### src/rtl/core/ecpa_pkg.sv
// shared types, constants and microcode for the secp256k1 point engine
package ecpa_pkg;

  localparam int unsigned FE_BITS = 256;
  localparam logic [FE_BITS-1:0] PRIME =
    256'hFFFFFFFF_FFFFFFFF_FFFFFFFF_FFFFFFFF_FFFFFFFF_FFFFFFFF_FFFFFFFE_FFFFFC2F;

  typedef logic [FE_BITS-1:0] fe_t;
  typedef logic [4:0] reg_addr_t;
  typedef logic [4:0] ow_addr_t;
  typedef logic [5:0] pc_t;

  localparam logic [1:0] COORD_X = 2'd0;
  localparam logic [1:0] COORD_Y = 2'd1;
  localparam logic [1:0] COORD_Z = 2'd2;
  localparam logic [1:0] WORD_LAST = 2'd3;
  localparam ow_addr_t POINT2_BASE = 5'd12;

  typedef enum logic [2:0] {
    OP_LOAD, OP_MUL, OP_ADD, OP_SUB, OP_CMPV, OP_CMPU, OP_BRANCH, OP_END
  } op_e;

  typedef enum logic [1:0] {WB_ALU, WB_MUL, WB_LOAD} wb_sel_e;

  typedef enum logic [2:0] {
    S_IDLE, S_FETCH, S_EXEC, S_MUL, S_LOAD, S_OUTRD, S_OUTLD, S_OUT
  } state_e;

  typedef struct packed {
    op_e       op;
    reg_addr_t dst;
    reg_addr_t src_a;
    reg_addr_t src_b;
  } instr_t;

  typedef struct packed {
    logic      in_we;
    ow_addr_t  in_addr;
    logic      rf_rd;
    reg_addr_t ra;
    reg_addr_t rb;
    logic      ow_rd;
    ow_addr_t  ow_addr;
    logic      ld_shift;
    op_e       alu_op;
    logic      mul_start;
    logic      wb_en;
    wb_sel_e   wb_sel;
    reg_addr_t wb_dst;
    logic      cmpv_en;
    logic      cmpu_en;
    logic      out_load;
    logic      out_zero;
    logic      out_shift;
  } cmd_t;

  typedef struct packed {
    logic mul_done;
    logic eq_v;
    logic eq_u;
  } sts_t;

  // register file map
  localparam reg_addr_t R_X1 = 5'd0;
  localparam reg_addr_t R_Y1 = 5'd1;
  localparam reg_addr_t R_Z1 = 5'd2;
  localparam reg_addr_t R_X2 = 5'd3;
  localparam reg_addr_t R_Y2 = 5'd4;
  localparam reg_addr_t R_Z2 = 5'd5;
  localparam reg_addr_t R_RX = 5'd6;
  localparam reg_addr_t R_RY = 5'd7;
  localparam reg_addr_t R_RZ = 5'd8;
  localparam reg_addr_t R_W = 5'd9;
  localparam reg_addr_t R_S = 5'd10;
  localparam reg_addr_t R_B = 5'd11;
  localparam reg_addr_t R_H = 5'd12;
  localparam reg_addr_t R_B8 = 5'd13;
  localparam reg_addr_t R_S2 = 5'd14;
  localparam reg_addr_t R_YY = 5'd15;
  localparam reg_addr_t R_T = 5'd16;
  localparam reg_addr_t R_U1 = 5'd17;
  localparam reg_addr_t R_U2 = 5'd18;
  localparam reg_addr_t R_V1 = 5'd19;
  localparam reg_addr_t R_V2 = 5'd20;
  localparam reg_addr_t R_U = 5'd21;
  localparam reg_addr_t R_V = 5'd22;
  localparam reg_addr_t R_WW = 5'd23;
  localparam reg_addr_t R_US2W = 5'd24;
  localparam reg_addr_t R_VS2 = 5'd25;
  localparam reg_addr_t R_VS3 = 5'd26;
  localparam reg_addr_t R_VS2V2 = 5'd27;
  localparam reg_addr_t R_A = 5'd28;

  localparam pc_t PC_LAST_LOAD = 6'd5;
  localparam pc_t PC_ADD = 6'd6;
  localparam pc_t PC_DBL = 6'd31;

  function automatic instr_t mk(op_e op, reg_addr_t d, reg_addr_t a, reg_addr_t b);
    instr_t r;
    r.op = op;
    r.dst = d;
    r.src_a = a;
    r.src_b = b;
    return r;
  endfunction

  // microcode: loads, addition, doubling
  function automatic instr_t prog_rom(pc_t pc);
    instr_t r;
    unique case (pc)
      6'd0:  r = mk(OP_LOAD, R_X1, 5'd0, 5'd0);
      6'd1:  r = mk(OP_LOAD, R_Y1, 5'd1, 5'd0);
      6'd2:  r = mk(OP_LOAD, R_Z1, 5'd2, 5'd0);
      6'd3:  r = mk(OP_LOAD, R_X2, 5'd3, 5'd0);
      6'd4:  r = mk(OP_LOAD, R_Y2, 5'd4, 5'd0);
      6'd5:  r = mk(OP_LOAD, R_Z2, 5'd5, 5'd0);
      6'd6:  r = mk(OP_MUL, R_U1, R_Y2, R_Z1);
      6'd7:  r = mk(OP_MUL, R_U2, R_Y1, R_Z2);
      6'd8:  r = mk(OP_SUB, R_U, R_U1, R_U2);
      6'd9:  r = mk(OP_MUL, R_V1, R_X2, R_Z1);
      6'd10: r = mk(OP_MUL, R_V2, R_X1, R_Z2);
      6'd11: r = mk(OP_SUB, R_V, R_V1, R_V2);
      6'd12: r = mk(OP_MUL, R_WW, R_Z1, R_Z2);
      6'd13: r = mk(OP_CMPV, R_V1, R_V1, R_V2);
      6'd14: r = mk(OP_CMPU, R_U1, R_U1, R_U2);
      6'd15: r = mk(OP_BRANCH, R_X1, R_X1, R_X1);
      6'd16: r = mk(OP_MUL, R_US2W, R_U, R_U);
      6'd17: r = mk(OP_MUL, R_US2W, R_US2W, R_WW);
      6'd18: r = mk(OP_MUL, R_VS2, R_V, R_V);
      6'd19: r = mk(OP_MUL, R_VS3, R_VS2, R_V);
      6'd20: r = mk(OP_MUL, R_VS2V2, R_VS2, R_V2);
      6'd21: r = mk(OP_SUB, R_A, R_US2W, R_VS3);
      6'd22: r = mk(OP_SUB, R_A, R_A, R_VS2V2);
      6'd23: r = mk(OP_SUB, R_A, R_A, R_VS2V2);
      6'd24: r = mk(OP_MUL, R_RX, R_V, R_A);
      6'd25: r = mk(OP_MUL, R_RZ, R_VS3, R_WW);
      6'd26: r = mk(OP_MUL, R_VS3, R_VS3, R_U2);
      6'd27: r = mk(OP_SUB, R_RY, R_VS2V2, R_A);
      6'd28: r = mk(OP_MUL, R_RY, R_RY, R_U);
      6'd29: r = mk(OP_SUB, R_RY, R_RY, R_VS3);
      6'd30: r = mk(OP_END, R_X1, R_X1, R_X1);
      6'd31: r = mk(OP_MUL, R_T, R_X1, R_X1);
      6'd32: r = mk(OP_ADD, R_W, R_T, R_T);
      6'd33: r = mk(OP_ADD, R_W, R_W, R_T);
      6'd34: r = mk(OP_MUL, R_S, R_Y1, R_Z1);
      6'd35: r = mk(OP_MUL, R_B, R_Y1, R_S);
      6'd36: r = mk(OP_MUL, R_B, R_B, R_X1);
      6'd37: r = mk(OP_MUL, R_H, R_W, R_W);
      6'd38: r = mk(OP_ADD, R_B8, R_B, R_B);
      6'd39: r = mk(OP_ADD, R_B8, R_B8, R_B8);
      6'd40: r = mk(OP_ADD, R_B8, R_B8, R_B8);
      6'd41: r = mk(OP_SUB, R_H, R_H, R_B8);
      6'd42: r = mk(OP_MUL, R_RX, R_H, R_S);
      6'd43: r = mk(OP_ADD, R_RX, R_RX, R_RX);
      6'd44: r = mk(OP_MUL, R_S2, R_S, R_S);
      6'd45: r = mk(OP_MUL, R_YY, R_Y1, R_Y1);
      6'd46: r = mk(OP_MUL, R_T, R_YY, R_S2);
      6'd47: r = mk(OP_ADD, R_T, R_T, R_T);
      6'd48: r = mk(OP_ADD, R_T, R_T, R_T);
      6'd49: r = mk(OP_ADD, R_T, R_T, R_T);
      6'd50: r = mk(OP_MUL, R_RZ, R_S2, R_S);
      6'd51: r = mk(OP_ADD, R_RZ, R_RZ, R_RZ);
      6'd52: r = mk(OP_ADD, R_RZ, R_RZ, R_RZ);
      6'd53: r = mk(OP_ADD, R_RZ, R_RZ, R_RZ);
      6'd54: r = mk(OP_ADD, R_RY, R_B, R_B);
      6'd55: r = mk(OP_ADD, R_RY, R_RY, R_RY);
      6'd56: r = mk(OP_SUB, R_RY, R_RY, R_H);
      6'd57: r = mk(OP_MUL, R_RY, R_RY, R_W);
      6'd58: r = mk(OP_SUB, R_RY, R_RY, R_T);
      default: r = mk(OP_END, R_X1, R_X1, R_X1);
    endcase
    return r;
  endfunction

endpackage

### src/rtl/core/ecpa_ctrl.sv
// controller: input handshake, microcode sequencer, result word sequencing
module ecpa_ctrl (
  input  logic           clk_i,
  input  logic           rst_ni,
  input  logic           s_tvalid_i,
  input  logic           command_i,
  input  logic           operand_i,
  input  logic [1:0]     in_coord_i,
  input  logic [1:0]     in_idx_i,
  input  logic           s_tlast_i,
  output logic           s_tready_o,
  input  logic           m_tready_i,
  output logic           m_tvalid_o,
  output logic           m_tlast_o,
  output logic [1:0]     out_coord_o,
  output logic [1:0]     out_idx_o,
  output logic           inf_o,
  output ecpa_pkg::cmd_t cmd_o,
  input  ecpa_pkg::sts_t sts_i
);
  import ecpa_pkg::*;

  state_e     state_q, state_d;
  pc_t        pc_q, pc_d;
  logic [2:0] ldcnt_q, ldcnt_d;
  logic       dbl_q, dbl_d, inf_q, inf_d;
  logic [1:0] oc_q, oc_d, oi_q, oi_d;
  instr_t     ir;
  logic       s_acc, m_acc;

  assign ir    = prog_rom(pc_q);
  assign s_acc = s_tvalid_i && (state_q == S_IDLE);
  assign m_acc = m_tready_i && (state_q == S_OUT);

  // next state
  always_comb begin
    state_d = state_q;
    pc_d    = pc_q;
    ldcnt_d = ldcnt_q;
    dbl_d   = dbl_q;
    inf_d   = inf_q;
    oc_d    = oc_q;
    oi_d    = oi_q;
    unique case (state_q)
      S_IDLE: begin
        if (s_acc && s_tlast_i) begin
          dbl_d   = command_i;
          inf_d   = 1'b0;
          pc_d    = '0;
          state_d = S_FETCH;
        end
      end
      S_FETCH: begin
        unique case (ir.op)
          OP_LOAD: begin
            ldcnt_d = '0;
            state_d = S_LOAD;
          end
          OP_BRANCH: begin
            if (sts_i.eq_v && !sts_i.eq_u) begin
              inf_d   = 1'b1;
              oc_d    = COORD_X;
              oi_d    = '0;
              state_d = S_OUTRD;
            end else if (sts_i.eq_v) begin
              pc_d = PC_DBL;
            end else begin
              pc_d = pc_q + 6'd1;
            end
          end
          OP_END: begin
            oc_d    = COORD_X;
            oi_d    = '0;
            state_d = S_OUTRD;
          end
          default: state_d = S_EXEC;
        endcase
      end
      S_EXEC: begin
        if (ir.op == OP_MUL) begin
          state_d = S_MUL;
        end else begin
          pc_d    = pc_q + 6'd1;
          state_d = S_FETCH;
        end
      end
      S_MUL: begin
        if (sts_i.mul_done) begin
          pc_d    = pc_q + 6'd1;
          state_d = S_FETCH;
        end
      end
      S_LOAD: begin
        ldcnt_d = ldcnt_q + 3'd1;
        if (ldcnt_q == 3'd5) begin
          if (pc_q == PC_LAST_LOAD) begin
            pc_d = dbl_q ? PC_DBL : PC_ADD;
          end else begin
            pc_d = pc_q + 6'd1;
          end
          state_d = S_FETCH;
        end
      end
      S_OUTRD: state_d = S_OUTLD;
      S_OUTLD: state_d = S_OUT;
      S_OUT: begin
        if (m_acc) begin
          oi_d = oi_q + 2'd1;
          if (oi_q == WORD_LAST) begin
            if (oc_q == COORD_Z) begin
              state_d = S_IDLE;
            end else begin
              oc_d    = oc_q + 2'd1;
              state_d = S_OUTRD;
            end
          end
        end
      end
      default: state_d = S_IDLE;
    endcase
  end

  // outputs
  always_comb begin
    cmd_o         = '0;
    cmd_o.alu_op  = ir.op;
    cmd_o.wb_sel  = WB_ALU;
    cmd_o.wb_dst  = ir.dst;
    cmd_o.ra      = ir.src_a;
    cmd_o.rb      = ir.src_b;
    cmd_o.in_we   = s_acc && (in_coord_i != 2'd3);
    cmd_o.in_addr = (operand_i ? POINT2_BASE : 5'd0) + {1'b0, in_coord_i, in_idx_i};
    cmd_o.ow_addr = {ir.src_a[2:0], ldcnt_q[1:0]};
    cmd_o.out_zero = inf_q;
    unique case (state_q)
      S_FETCH: cmd_o.rf_rd = (ir.op != OP_LOAD) && (ir.op != OP_BRANCH) && (ir.op != OP_END);
      S_EXEC: begin
        cmd_o.mul_start = (ir.op == OP_MUL);
        cmd_o.wb_en     = (ir.op == OP_ADD) || (ir.op == OP_SUB);
        cmd_o.cmpv_en   = (ir.op == OP_CMPV);
        cmd_o.cmpu_en   = (ir.op == OP_CMPU);
      end
      S_MUL: begin
        cmd_o.wb_sel = WB_MUL;
        cmd_o.wb_en  = sts_i.mul_done;
      end
      S_LOAD: begin
        cmd_o.ow_rd    = (ldcnt_q < 3'd4);
        cmd_o.ld_shift = (ldcnt_q != 3'd0) && (ldcnt_q != 3'd5);
        cmd_o.wb_sel   = WB_LOAD;
        cmd_o.wb_en    = (ldcnt_q == 3'd5);
      end
      S_OUTRD: begin
        cmd_o.rf_rd = 1'b1;
        cmd_o.ra    = R_RX + {3'b000, oc_q};
      end
      S_OUTLD: cmd_o.out_load = 1'b1;
      S_OUT:   cmd_o.out_shift = m_acc;
      default: ;
    endcase
  end

  always_ff @(posedge clk_i or negedge rst_ni) begin
    if (!rst_ni) begin
      state_q <= S_IDLE;
      pc_q    <= '0;
      ldcnt_q <= '0;
      dbl_q   <= 1'b0;
      inf_q   <= 1'b0;
      oc_q    <= '0;
      oi_q    <= '0;
    end else begin
      state_q <= state_d;
      pc_q    <= pc_d;
      ldcnt_q <= ldcnt_d;
      dbl_q   <= dbl_d;
      inf_q   <= inf_d;
      oc_q    <= oc_d;
      oi_q    <= oi_d;
    end
  end

  assign s_tready_o  = (state_q == S_IDLE);
  assign m_tvalid_o  = (state_q == S_OUT);
  assign m_tlast_o   = (oc_q == COORD_Z) && (oi_q == WORD_LAST);
  assign out_coord_o = oc_q;
  assign out_idx_o   = oi_q;
  assign inf_o       = inf_q;

endmodule

### config.mk
export PLATFORM = sky130hd
export DESIGN_NAME = ecpa_ctrl
export DESIGN_NICKNAME = d
export VERILOG_FILES = /design/src/rtl/core/ecpa_pkg.sv /design/src/rtl/core/ecpa_ctrl.sv
export SDC_FILE = /design/constraint.sdc
export NUM_CORES = 1
export LEC_CHECK = 0
export ABC_AREA = 1
export BUFFER_PORTS_ARGS = -buffer_cell sky130_fd_sc_hd__buf_2
export CELL_PAD_IN_SITES_DETAIL_PLACEMENT = 0
export CELL_PAD_IN_SITES_GLOBAL_PLACEMENT = 1
export CORE_MARGIN = 10
export CORE_UTILIZATION = 42
export CTS_CLUSTER_DIAMETER = 40
export DETAILED_ROUTE_END_ITERATION = 8
export PLACE_DENSITY_LB_ADDON = 0.1
export REMOVE_ABC_BUFFERS = 1
export SLEW_MARGIN = 20
export SYNTH_ARGS = -nofsm -noshare
export SYNTH_HDL_FRONTEND = slang
export SYNTH_SLANG_ARGS = --single-unit
### constraint.sdc
create_clock -name clk_i -period 4.8 [get_ports clk_i]
set_clock_uncertainty 0.05 [all_clocks]
set_input_delay 0.96 -clock clk_i [delete_from_list [all_inputs] [get_ports clk_i]]
set_output_delay 0.96 -clock clk_i [all_outputs]
set_load 0.01 [all_outputs]
==> results.py, run 1 <==
metrics = {
    "status": {
        "outcome": "completed",
    },
    "yosys": {
        "synth_warnings": 0,
        "yosysUniqueCellTypes": 50,
        "async_flop_share_pct": 100,
        "yosysSeqAreaShare_pct": 15.3,
        "synth_area_mm2": 0.00294,
        "syn-instance-count": 468,
        "synth-edff-count": 0,
        "avgSynthCellArea_um2": 6.27,
        "synth_ff_type": "dfrtp_1",
        "ys_ff_latch": 18,
    },
    "floorplan": {
        "core_mm2": 0.00679,
        "rows": 30,
        "dieArea_mm2": 0.0107,
        "die_x_um": 104,
        "die_h_um": 104,
        "io_pins": 63,
        "initial_core_util_pct": 43.2,
    },
    "setup_path": {
        "crit_path_frequent_cell": "inv_1",
        "path_cells": "inv_1 -> ha_1 -> inv_1 -> nand2_1 -> inv_1 -> o21ai_0 -> nand3_1 -> a22oi_1 -> nand2_1 -> o21ai_1 -> buf_2",
        "cp_max_fo": 12,
        "slowest_delay_ns": 0.58,
        "path_class": "flip-flop to output port",
        "r2r_slack_ns": 2.29,
        "cpMaxStageDelayCell": "dfrtp_1",
        "reg2reg_from": "pc_q[1]$_DFFE_PN0P_",
        "ff2ff_path_depth": 14,
        "cp_data_arrival_time_ns": 2.60,
        "worstReg2RegEnd": "pc_q[5]$_DFFE_PN0P_",
        "crit_path_start_kind": "flip-flop",
        "required_ns": 3.79,
        "worstSetupEndpointType": "output port",
    },
    "clock_network": {
        "cts_resized": 0,
        "numCtsBuffers": 3,
        "clock-sinks": 18,
        "hold_buffers": 0,
        "cts_max_path_buffers": 2,
        "path_clk_slew_ns": 0.07,
        "cts_setup_buffers": 0,
        "clkLatencyLatePin_ns": 0.26,
        "cts_tree": "built",
        "htree_levels": 1,
        "cts_root_buf": "clkbuf_8",
    },
    "sta": {
        "finalSetupViolCount": 0,
        "tns_ns": 0,
        "slew_violations": 0,
        "hold_viol": 0,
        "slew_headroom_pct": 61.7,
        "tightest_slew_ns": 0.569,
        "post-route-period-util_pct": 75.2,
        "timing.final.crit_period_ns": 3.61,
        "fmax_mhz": 277,
        "grt_setup_unrepaired": "no",
    },
    "worst_hold_path": {
        "hold_depth": 2,
        "min_to": "inf_o$_DFFE_PN0P_",
        "hp-start": "inf_o$_DFFE_PN0P_",
        "hold_class": "flip-flop to flip-flop",
    },
    "finish": {
        "area_growth_pct": 12.2,
        "drive_gt1_share_pct": 22.2,
        "final_cells": 610,
        "final_area_mm2": 0.00329,
        "insertedDiodeCount": 0,
        "final_nets": 551,
        "utilization_pct": 48.5,
    },
    "placed_design": {
        "dp_cells": 606,
        "dpl_cell_area_mm2": 0.00324,
        "placement.io_buffers": 58,
        "post-dp-hpwl_um": 8350,
        "place_congestion": 0.970,
    },
    "pwr": {
        "p_leak_uw": 0.00178,
        "cellPowerDensity_mw_per_mm2": 725,
        "irDropWorstVdd_v": 0.000301,
    },
    "global_routing": {
        "grt_pass1_vias": 3198,
        "grt_pass1_wl_um": 16700,
        "antenna_found_initial": 0,
        "grt_overflow_total": 0,
        "grtUsageTotal_pct": 18.5,
        "grt_max_degree": 30,
    },
    "drt": {
        "first_iter_violations": 355,
        "routed_via_density": 5.55,
        "drt_wl_total_um": 10500,
        "drc_errors": 0,
        "drt_first_pass_iters": 5,
        "vias": 3387,
        "ant_nets": 0,
        "wl_per_cell_um": 17.3,
    },
    "job": {
        "maxCapViolCount": 0,
    },
}
stage by stage:
step	power (uW)	hold slack [ns]	setup WS, ns
after floorplan	1590	0.454	1.57
after global placement	2260	0.424	1.56
after detailed placement	2230	0.427	1.49
after CTS	2360	0.456	1.20
after global routing	2610	0.485	0.889
final	2390	0.452	1.19
placed cells by master (no fill, tap or decap), types with 3 or more instances in the layout:
cell type  count
nand2_2        7
o21ai_0       42
clkbuf_8       4
ha_1          21
a21oi_1       24
nor2_1        41
o21ai_1        6
nand4_1       12
buf_4          5
nand2_4        7
nand3_1       28
buf_2         58
nand2_1      119
nor3_1         6
inv_1         48
inv_2         12
o211ai_1       6
nand3_4        3
o22ai_1        4
dfrtp_1       18
a31oi_1        5
o221ai_1       3
sequential cells by signal, summed over array words and instances (netlist names):
signal and count:
pc_q 6, ldcnt_q 3, state_q 3, out_coord_o 2, out_idx_o 2, dbl_q 1, inf_o 1
cells by family after synthesis:
group	count (synthesis)	synth area share, %
simple gates	237	39.5
compound gates	104	21.3
buf+inv	84	13.3
fa+ha+maj	22	9.63
flops	18	15.3
xor+xnor	3	0.895
worst max-delay path by stage:
| stage | from | endpoint | slack (ns) |
|---|---|---|---|
| 2_1_floorplan | pc_q[2]$_DFFE_PN0P_ | cmd_o[3] | 1.57 |
| 3_3_place_gp | pc_q[0]$_DFFE_PN0P_ | cmd_o[30] | 1.56 |
| 3_5_place_dp | pc_q[1]$_DFFE_PN0P_ | cmd_o[29] | 1.49 |
| 4_1_cts | pc_q[1]$_DFFE_PN0P_ | cmd_o[29] | 1.20 |
| 5_1_grt | pc_q[1]$_DFFE_PN0P_ | cmd_o[29] | 0.89 |
| 6_report | pc_q[1]$_DFFE_PN0P_ | cmd_o[29] | 1.19 |
power by group:
group / total, uW / switching (uW) / internal, uW / leakage, uW
Combinational: 1950 / 1320 / 631 / 0.00152
Clock: 130 / 56.5 / 73.0 / 0.0000288
Sequential: 302 / 92.9 / 209 / 0.000233
critical path, delay by kind of cell (launching register included):
family / cells / cell delay, ns
and+or+nand+nor: 3 / 0.28
adders and majority gates: 1 / 0.42
buffers and inverters: 4 / 0.54
AOI/OAI and AO/OA: 3 / 0.51
DFF: 1 / 0.58
routing by layer:
metal  vias up  wire length [um]  part of all wire, %  GRT usage, %
met4         0                53                 0.50          2.32
met2       185              4430                   42          27.3
met1      1551              5040                   48          26.8
li1       1644                 -                    -             -
met5         -                 0                    0             0
met3         7              1020                  9.7          4.46
cells in the mapped netlist (3+ instances only):
master	number	share of area, %
nor3_1	6	1.0
inv_2	12	1.5
a31oi_1	5	1.1
nor2_1	41	5.2
o21ai_0	42	7.2
nand3_1	28	4.8
o211ai_1	6	1.5
nand4_1	12	2.6
buf_4	10	2.6
o22ai_1	4	0.85
o21ai_1	6	1.0
nand2_2	7	1.5
o221ai_1	3	0.90
nand2_1	119	15
buf_6	3	1.2
a21oi_1	24	4.1
buf_2	5	0.85
dfrtp_1	18	15
nand3_4	3	1.8
ha_1	21	9.0
nand2_4	7	2.7
inv_1	48	6.1
cell type report:
cell class | instances | area, um2
sequential | 18 | 450
tap | 96 | 120
multi-input combinational | 366 | 2090
clock buffer | 4 | 55.1
inverter | 63 | 246
timing repair buffer | 63 | 328
fill | 744 | 3500
Note: power is estimated with default switching activity, not from simulation.
==> run 2: changes to the inputs <==
--- a/config.mk
+++ b/config.mk
@@ -10,7 +10,7 @@
 export CELL_PAD_IN_SITES_DETAIL_PLACEMENT = 0
 export CELL_PAD_IN_SITES_GLOBAL_PLACEMENT = 1
 export CORE_MARGIN = 10
-export CORE_UTILIZATION = 42
+export CORE_UTILIZATION = 35
 export CTS_CLUSTER_DIAMETER = 40
 export DETAILED_ROUTE_END_ITERATION = 8
 export PLACE_DENSITY_LB_ADDON = 0.1
==> constraint.sdc (replaced) <==
create_clock -name clk_i -period 3.2 [get_ports clk_i]
set_clock_uncertainty 0.05 [all_clocks]
set_input_delay 0.64 -clock clk_i [delete_from_list [all_inputs] [get_ports clk_i]]
set_output_delay 0.64 -clock clk_i [all_outputs]
set_load 0.01 [all_outputs]
==> run 2 against run 1 <==
Against the previous run:
- worst hold slack got worse by 0.18 ns
- final cell count rose by 4.1%
- clock power rose by 51%
- first-iteration DRC count fell by 49%
- die area rose by 16%
- critical path depth fell by 2
- routed wire length rose by 5.4%
- global-route usage fell by 1.3 points
- sequential share of layout area fell by 0.50 points
- combinational power rose by 57%
- cell area rose by 4.4%
- critical path type unchanged
==> results.py, run 2 (synthesis results as in run 1) <==
metrics = {
    "setup_path": {
        "crit_path_start_kind": "flip-flop",
        "cp_max_fo": 19,
        "ff2ff_path_depth": 15,
        "cp_data_arrival_time_ns": 2.31,
        "path_class": "flip-flop to output port",
        "required_ns": 2.51,
        "worstReg2RegEnd": "pc_q[4]$_DFFE_PN0P_",
        "slowest_delay_ns": 0.60,
        "r2r_slack_ns": 0.89,
        "path_cells": "inv_2 -> nor2_1 -> inv_1 -> a21oi_1 -> o21ai_0 -> o21ai_1 -> nand2_1 -> nand2_1 -> buf_2",
        "cpMaxStageDelayCell": "dfrtp_1",
        "reg2reg_from": "pc_q[1]$_DFFE_PN0P_",
        "worstSetupEndpointType": "output port",
        "crit_path_frequent_cell": "nand2_1",
    },
    "floorplan": {
        "initial_core_util_pct": 35.9,
        "io_pins": 63,
        "core_mm2": 0.00818,
        "dieArea_mm2": 0.0125,
        "rows": 33,
        "die_x_um": 112,
        "die_h_um": 112,
    },
    "sta": {
        "fmax_mhz": 333,
        "slew_violations": 0,
        "tns_ns": 0,
        "timing.hold.ws_ns": 0.270,
        "finalSetupViolCount": 0,
        "hold_viol": 0,
        "tightest_slew_ns": 0.459,
        "slew_headroom_pct": 69.3,
        "grt_setup_unrepaired": "no",
        "post-route-period-util_pct": 93.9,
        "timing.final.crit_period_ns": 3.00,
    },
    "clock_network": {
        "htree_levels": 1,
        "hold_buffers": 0,
        "numCtsBuffers": 3,
        "cts_root_buf": "clkbuf_8",
        "path_clk_slew_ns": 0.08,
        "clock-sinks": 18,
        "cts_tree": "built",
        "cts_max_path_buffers": 2,
        "clkLatencyLatePin_ns": 0.26,
    },
    "finish": {
        "final_nets": 567,
        "layout_common_cells": "nand2_1 (119), buf_2 (58), inv_1 (48), o21ai_0 (42), nor2_1 (41)",
        "mostFrequentLayoutCell": "nand2_1",
        "area_growth_pct": 17.1,
        "reg.largest.list": "pc_q: 6 flops, ldcnt_q: 3 flops, state_q: 3 flops",
        "final_area_mm2": 0.00344,
        "insertedDiodeCount": 0,
        "top_register": "pc_q",
        "drive_gt1_share_pct": 25.5,
        "largest_register_ffs": 6,
    },
    "global_routing": {
        "grtUsageTotal_pct": 17.2,
        "antenna_found_initial": 0,
        "grt_max_degree": 29,
        "grt_pass1_vias": 3458,
        "grt_pass1_wl_um": 18100,
        "grt_overflow_total": 0,
    },
    "drt": {
        "drc_errors": 0,
        "ant_nets": 0,
        "drt_first_pass_iters": 4,
        "first_iter_violations": 180,
        "vias": 3420,
        "wl_per_cell_um": 17.5,
        "routed_via_density": 5.39,
        "drt_wl_total_um": 11100,
    },
    "pwr": {
        "cellPowerDensity_mw_per_mm2": 1080,
        "irDropWorstVdd_v": 0.000395,
        "p_leak_uw": 0.00185,
        "power_uw": 3710,
    },
    "status": {
        "outcome": "completed",
    },
    "job": {
        "maxCapViolCount": 0,
    },
    "placed_design": {
        "place_congestion": 0.969,
        "post-dp-hpwl_um": 8900,
        "dpl_cell_area_mm2": 0.00331,
        "placement.io_buffers": 58,
    },
    "worst_hold_path": {
        "hold_class": "primary input to asynchronous set/reset pin",
    },
}
[run 2: cell types whose count changed in the layout (fill, tap and decap cells not counted)]
| cell | before | now |
|---|---|---|
| buf_4 | 5 | 21 |
| dfrtp_1 | 18 | 16 |
| dfrtp_2 | 0 | 2 |
| ha_1 | 21 | 19 |
| ha_2 | 0 | 2 |
| a22oi_1 | 2 | 1 |
| a22oi_2 | 0 | 1 |
[run 2: per-stage QoR]
step / instances / worst slack (ns) / utilization, %
final: 635 / 0.197 / 42.0
after global placement: 623 / 0.189 / 40.5
after global routing: 635 / 0.0276 / 42.0
after floorplan: 447 / 0.290 / -
after detailed placement: 623 / 0.200 / 40.5
after CTS: 627 / 0.0328 / 41.2
[run 2: how the worst max path moves through the flow]
stage | endpoint | start | slack (ns) | depth (start not counted)
floorplan | cmd_o[3] | pc_q[2]$_DFFE_PN0P_ | 0.29 | 10
global placement | cmd_o[29] | pc_q[0]$_DFFE_PN0P_ | 0.19 | 11
global route | cmd_o[29] | pc_q[1]$_DFFE_PN0P_ | 0.03 | 11
finish | cmd_o[30] | pc_q[4]$_DFFE_PN0P_ | 0.20 | 9
detailed placement | cmd_o[29] | pc_q[0]$_DFFE_PN0P_ | 0.20 | 11
CTS | cmd_o[29] | pc_q[0]$_DFFE_PN0P_ | 0.03 | 11
[run 2: what timing repair did]
action                                  in CTS  in global routing
buffers inserted                             0                  8
endpoints found under the setup margin       2                  4
gates cloned                                 0                  0
gates resized for setup                      2                  3
[run 2: power by group]
group,internal [uW],total (uW),switching (uW),leakage (uW)
registers,317,456,139,0.000230
logic,1050,3060,2010,0.00159
clock network,110,196,86.8,0.0000288
total,1480,3710,2240,0.00185
[run 2: final cells by class]
type	count	area [um2]
fill	932	4740
multi-input combinational	366	2100
sequential	18	453
timing repair buffer	79	448
inverter	63	246
tap	105	131
clock buffer	4	55.1
[run 2: worst max-delay path, delay by kind of cell (launching register included)]
| family | cells | cell delay (ns) |
|---|---|---|
| AO/OA/AOI/OAI | 3 | 0.45 |
| buffers and inverters | 3 | 0.54 |
| AND/OR/NAND/NOR | 3 | 0.45 |
| flip-flops | 1 | 0.60 |
[run 2: per-layer routing]
metal	GRT usage (%)	routed length, um
met1	20.4	4690
met5	0	0
met3	3.06	730
met2	28.9	5180
met4	8.83	519
==> run 3: changes to the inputs <==
--- a/config.mk
+++ b/config.mk
@@ -5,12 +5,11 @@
 export SDC_FILE = /design/constraint.sdc
 export NUM_CORES = 1
 export LEC_CHECK = 0
-export ABC_AREA = 1
 export BUFFER_PORTS_ARGS = -buffer_cell sky130_fd_sc_hd__buf_2
 export CELL_PAD_IN_SITES_DETAIL_PLACEMENT = 0
 export CELL_PAD_IN_SITES_GLOBAL_PLACEMENT = 1
 export CORE_MARGIN = 10
-export CORE_UTILIZATION = 35
+export CORE_UTILIZATION = 36
 export CTS_CLUSTER_DIAMETER = 40
 export DETAILED_ROUTE_END_ITERATION = 8
 export PLACE_DENSITY_LB_ADDON = 0.1
==> run 3 against run 2 <==
Against the previous run:
- synthesized cell count shrank 10%
- routed wire length grew 3.6%
- utilization grew 5.2 points
- worst setup slack lost 0.18 ns
- count of clock-buffer cells in the layout is the same
- fmax shrank 5.8%
- global-route usage grew 0.17 points
- cell area grew 12%
==> results.py, run 3 <==
metrics = {
    "yosys": {
        "synth-xor-area-share_pct": 1.18,
        "avgSynthCellArea_um2": 7.08,
        "yosys.area_share.simple_pct": 25.7,
        "syn-instance-count": 420,
        "synthTopCellsByCount": "nand2_1 (49), o21ai_0 (41), a21oi_1 (32), nor2_1 (27), inv_1 (22)",
        "synth_top_family_by_area": "compound AO/OA/AOI/OAI gates",
        "synth_area_leaders": "dfrtp_1 (15%), ha_1 (8.8%), o21ai_0 (6.9%)",
        "async_flop_share_pct": 100,
        "yosysUniqueCellTypes": 65,
        "synth.most_common_cell": "nand2_1",
        "yosysSeqAreaShare_pct": 15.1,
        "synth_ff_type": "dfrtp_1",
        "ys_ff_latch": 18,
        "synth_warnings": 0,
        "yosysTopAreaCell": "dfrtp_1",
        "synth-edff-count": 0,
        "post-synth-top-area-fraction_pct": 15.1,
        "synthMuxAreaShare_pct": 5.60,
        "synth_compound_area_share_pct": 34.1,
        "synth_area_mm2": 0.00297,
        "synthAdderAreaFrac_pct": 9.51,
    },
    "floorplan": {
        "core_mm2": 0.00813,
        "initial_core_util_pct": 36.6,
        "io_pins": 63,
        "die_x_um": 111,
        "die_h_um": 111,
        "rows": 33,
        "dieArea_mm2": 0.0123,
    },
    "pwr": {
        "combPwrFrac_pct": 81.3,
        "swShare_pct": 52.1,
        "p_int_uw": 1650,
        "power.switching_uw": 1800,
        "p_leak_uw": 0.00173,
        "cellPowerDensity_mw_per_mm2": 899,
        "seq_power_share_pct": 12.7,
        "p_clk_share_pct": 6.0,
        "power_uw": 3450,
        "irDropWorstVdd_v": 0.000361,
    },
    "drt": {
        "vias": 3488,
        "routed_via_density": 5.83,
        "drc_errors": 0,
        "first_iter_violations": 339,
        "drt_wl_total_um": 11500,
        "wl_per_cell_um": 19.3,
        "ant_nets": 0,
        "drt_first_pass_iters": 5,
    },
    "clock_network": {
        "cts_tree": "built",
        "htree_levels": 1,
        "path_clk_slew_ns": 0.09,
        "clock-sinks": 18,
        "cts_root_buf": "clkbuf_8",
        "numCtsBuffers": 3,
        "cts_max_path_buffers": 2,
        "clkLatencyLatePin_ns": 0.27,
        "hold_buffers": 0,
    },
    "setup_path": {
        "worstSetupEndpointType": "output port",
        "path_class": "flip-flop to output port",
        "cp_data_arrival_time_ns": 2.50,
        "crit_path_start_kind": "flip-flop",
        "cp_max_fo": 6,
        "required_ns": 2.51,
    },
    "sta": {
        "hold_viol": 0,
        "fin_ws_ns": 0.0131,
        "slew_headroom_pct": 67.5,
        "fmax_mhz": 314,
        "post-route-period-util_pct": 99.6,
        "timing.final.crit_period_ns": 3.19,
        "finalSetupViolCount": 0,
        "slew_violations": 0,
        "tns_ns": 0,
        "tightest_slew_ns": 0.487,
        "grt_setup_unrepaired": "yes",
    },
    "finish": {
        "mostFrequentLayoutCell": "buf_2",
        "largest_register_ffs": 6,
        "utilization_pct": 47.2,
        "top_register": "pc_q",
        "drive_gt1_share_pct": 29.8,
        "final_nets": 530,
        "final_area_mm2": 0.00384,
        "insertedDiodeCount": 0,
        "area_growth_pct": 29.1,
        "layout_common_cells": "buf_2 (57), nand2_1 (49), o21ai_0 (40), buf_4 (40), a21oi_1 (31)",
        "reg.largest.list": "pc_q: 6 flops, ldcnt_q: 3 flops, state_q: 3 flops",
    },
    "placed_design": {
        "post-dp-hpwl_um": 8690,
        "place_congestion": 0.975,
        "dp_slack_ns": 0.173,
        "dpl_cell_area_mm2": 0.00349,
        "placement.io_buffers": 58,
    },
    "global_routing": {
        "grt_max_degree": 44,
        "grt_pass1_wl_um": 18000,
        "grt_overflow_total": 0,
        "grt_pass1_vias": 3375,
        "grtUsageTotal_pct": 17.4,
        "antenna_found_initial": 0,
    },
    "job": {
        "maxCapViolCount": 0,
    },
    "worst_hold_path": {
        "hold_class": "primary input to asynchronous set/reset pin",
    },
    "status": {
        "outcome": "completed",
    },
}
==> run 3: cell count changes after synthesis, moves of 9 or more <==
| cell | previous run | this run |
|---|---|---|
| nand4_1 | 12 | 1 |
| nand2_1 | 119 | 49 |
| nor2b_1 | 0 | 16 |
| inv_1 | 48 | 22 |
| and3_1 | 0 | 9 |
| clkbuf_1 | 2 | 17 |
| inv_2 | 12 | 1 |
| nand3_1 | 28 | 12 |
| nor2_1 | 41 | 27 |
| nand2b_1 | 0 | 15 |
==> run 3: final timing paths <==
kind                                     start                   to  slack (ns)  cells past startpoint
max                        pc_q[0]$_DFFE_PN0P_            cmd_o[34]        0.01                     11
min                                     rst_ni    dbl_q$_DFFE_PN0P_        0.26                      1
max reg2reg                pc_q[0]$_DFFE_PN0P_  pc_q[0]$_DFFE_PN0P_        0.55                     11
min reg2reg                  inf_o$_DFFE_PN0P_    inf_o$_DFFE_PN0P_        0.49                      2
max in group asynchronous               rst_ni  pc_q[0]$_DFFE_PN0P_        2.50                      1
min in group clk_i           inf_o$_DFFE_PN0P_    inf_o$_DFFE_PN0P_        0.49                      2
==> run 3: power by group through the flow <==
stage / sequential (uW) / clock (uW) / combinational (uW)
2_1_floorplan: 544 / 0 / 1460
3_3_place_gp: 423 / 0 / 2500
3_5_place_dp: 426 / 0 / 2490
4_1_cts: 428 / 211 / 2550
5_1_grt: 451 / 220 / 3060
6_report: 437 / 208 / 2810
==> run 3: logic make-up (layout without fill, tap and decap cells) <==
family / Yosys count / count (layout)
fa+ha+maj: 22 / 22
compound gates: 147 / 147
flops: 18 / 18
buf+inv: 59 / 132
mux: 14 / 14
simple gates: 156 / 156
xor+xnor: 4 / 4
==> run 3: through the flow <==
step                      hold WS [ns]  instances
after floorplan                  0.294        385
after global placement           0.469        582
after detailed placement         0.479        582
after CTS                        0.277        587
after global routing             0.296        598
final                            0.261        598
==> run 3: metal layers <==
| metal | GRT usage (%) | vias to the layer above | share of wire (%) |
|---|---|---|---|
| met5 | 0 | - | 0 |
| met4 | 7.38 | 0 | 3.5 |
| met3 | 3.57 | 28 | 6.7 |
| met2 | 27.3 | 144 | 45 |
| met1 | 22.3 | 1641 | 44 |
| li1 | - | 1675 | - |
==> run 3: worst max-delay path, stage by stage (launching register included) <==
cell and delay [ns]:
dfrtp_2 0.46, inv_4 0.09, buf_12 0.12, ha_4 0.16
nand2b_1 0.15, and3_1 0.21, or3_4 0.34, inv_2 0.09
a211oi_2 0.05, a31oi_1 0.26, o21a_1 0.17, buf_2 0.12
==> run 3: cell type report <==
type / instances / area, um2
timing repair buffer: 104 / 713
multi-input combinational: 343 / 2390
inverter: 24 / 92.6
tap: 105 / 131
clock buffer: 4 / 55.1
sequential: 18 / 453
fill: 832 / 4290
==> run 3: timing repair <==
action / CTS / global route
gates resized for setup: 14 / 23
pin swaps: 1 / 8
gates cloned: 0 / 2
setup endpoints to repair: 4 / 8
buffers inserted: 1 / 9
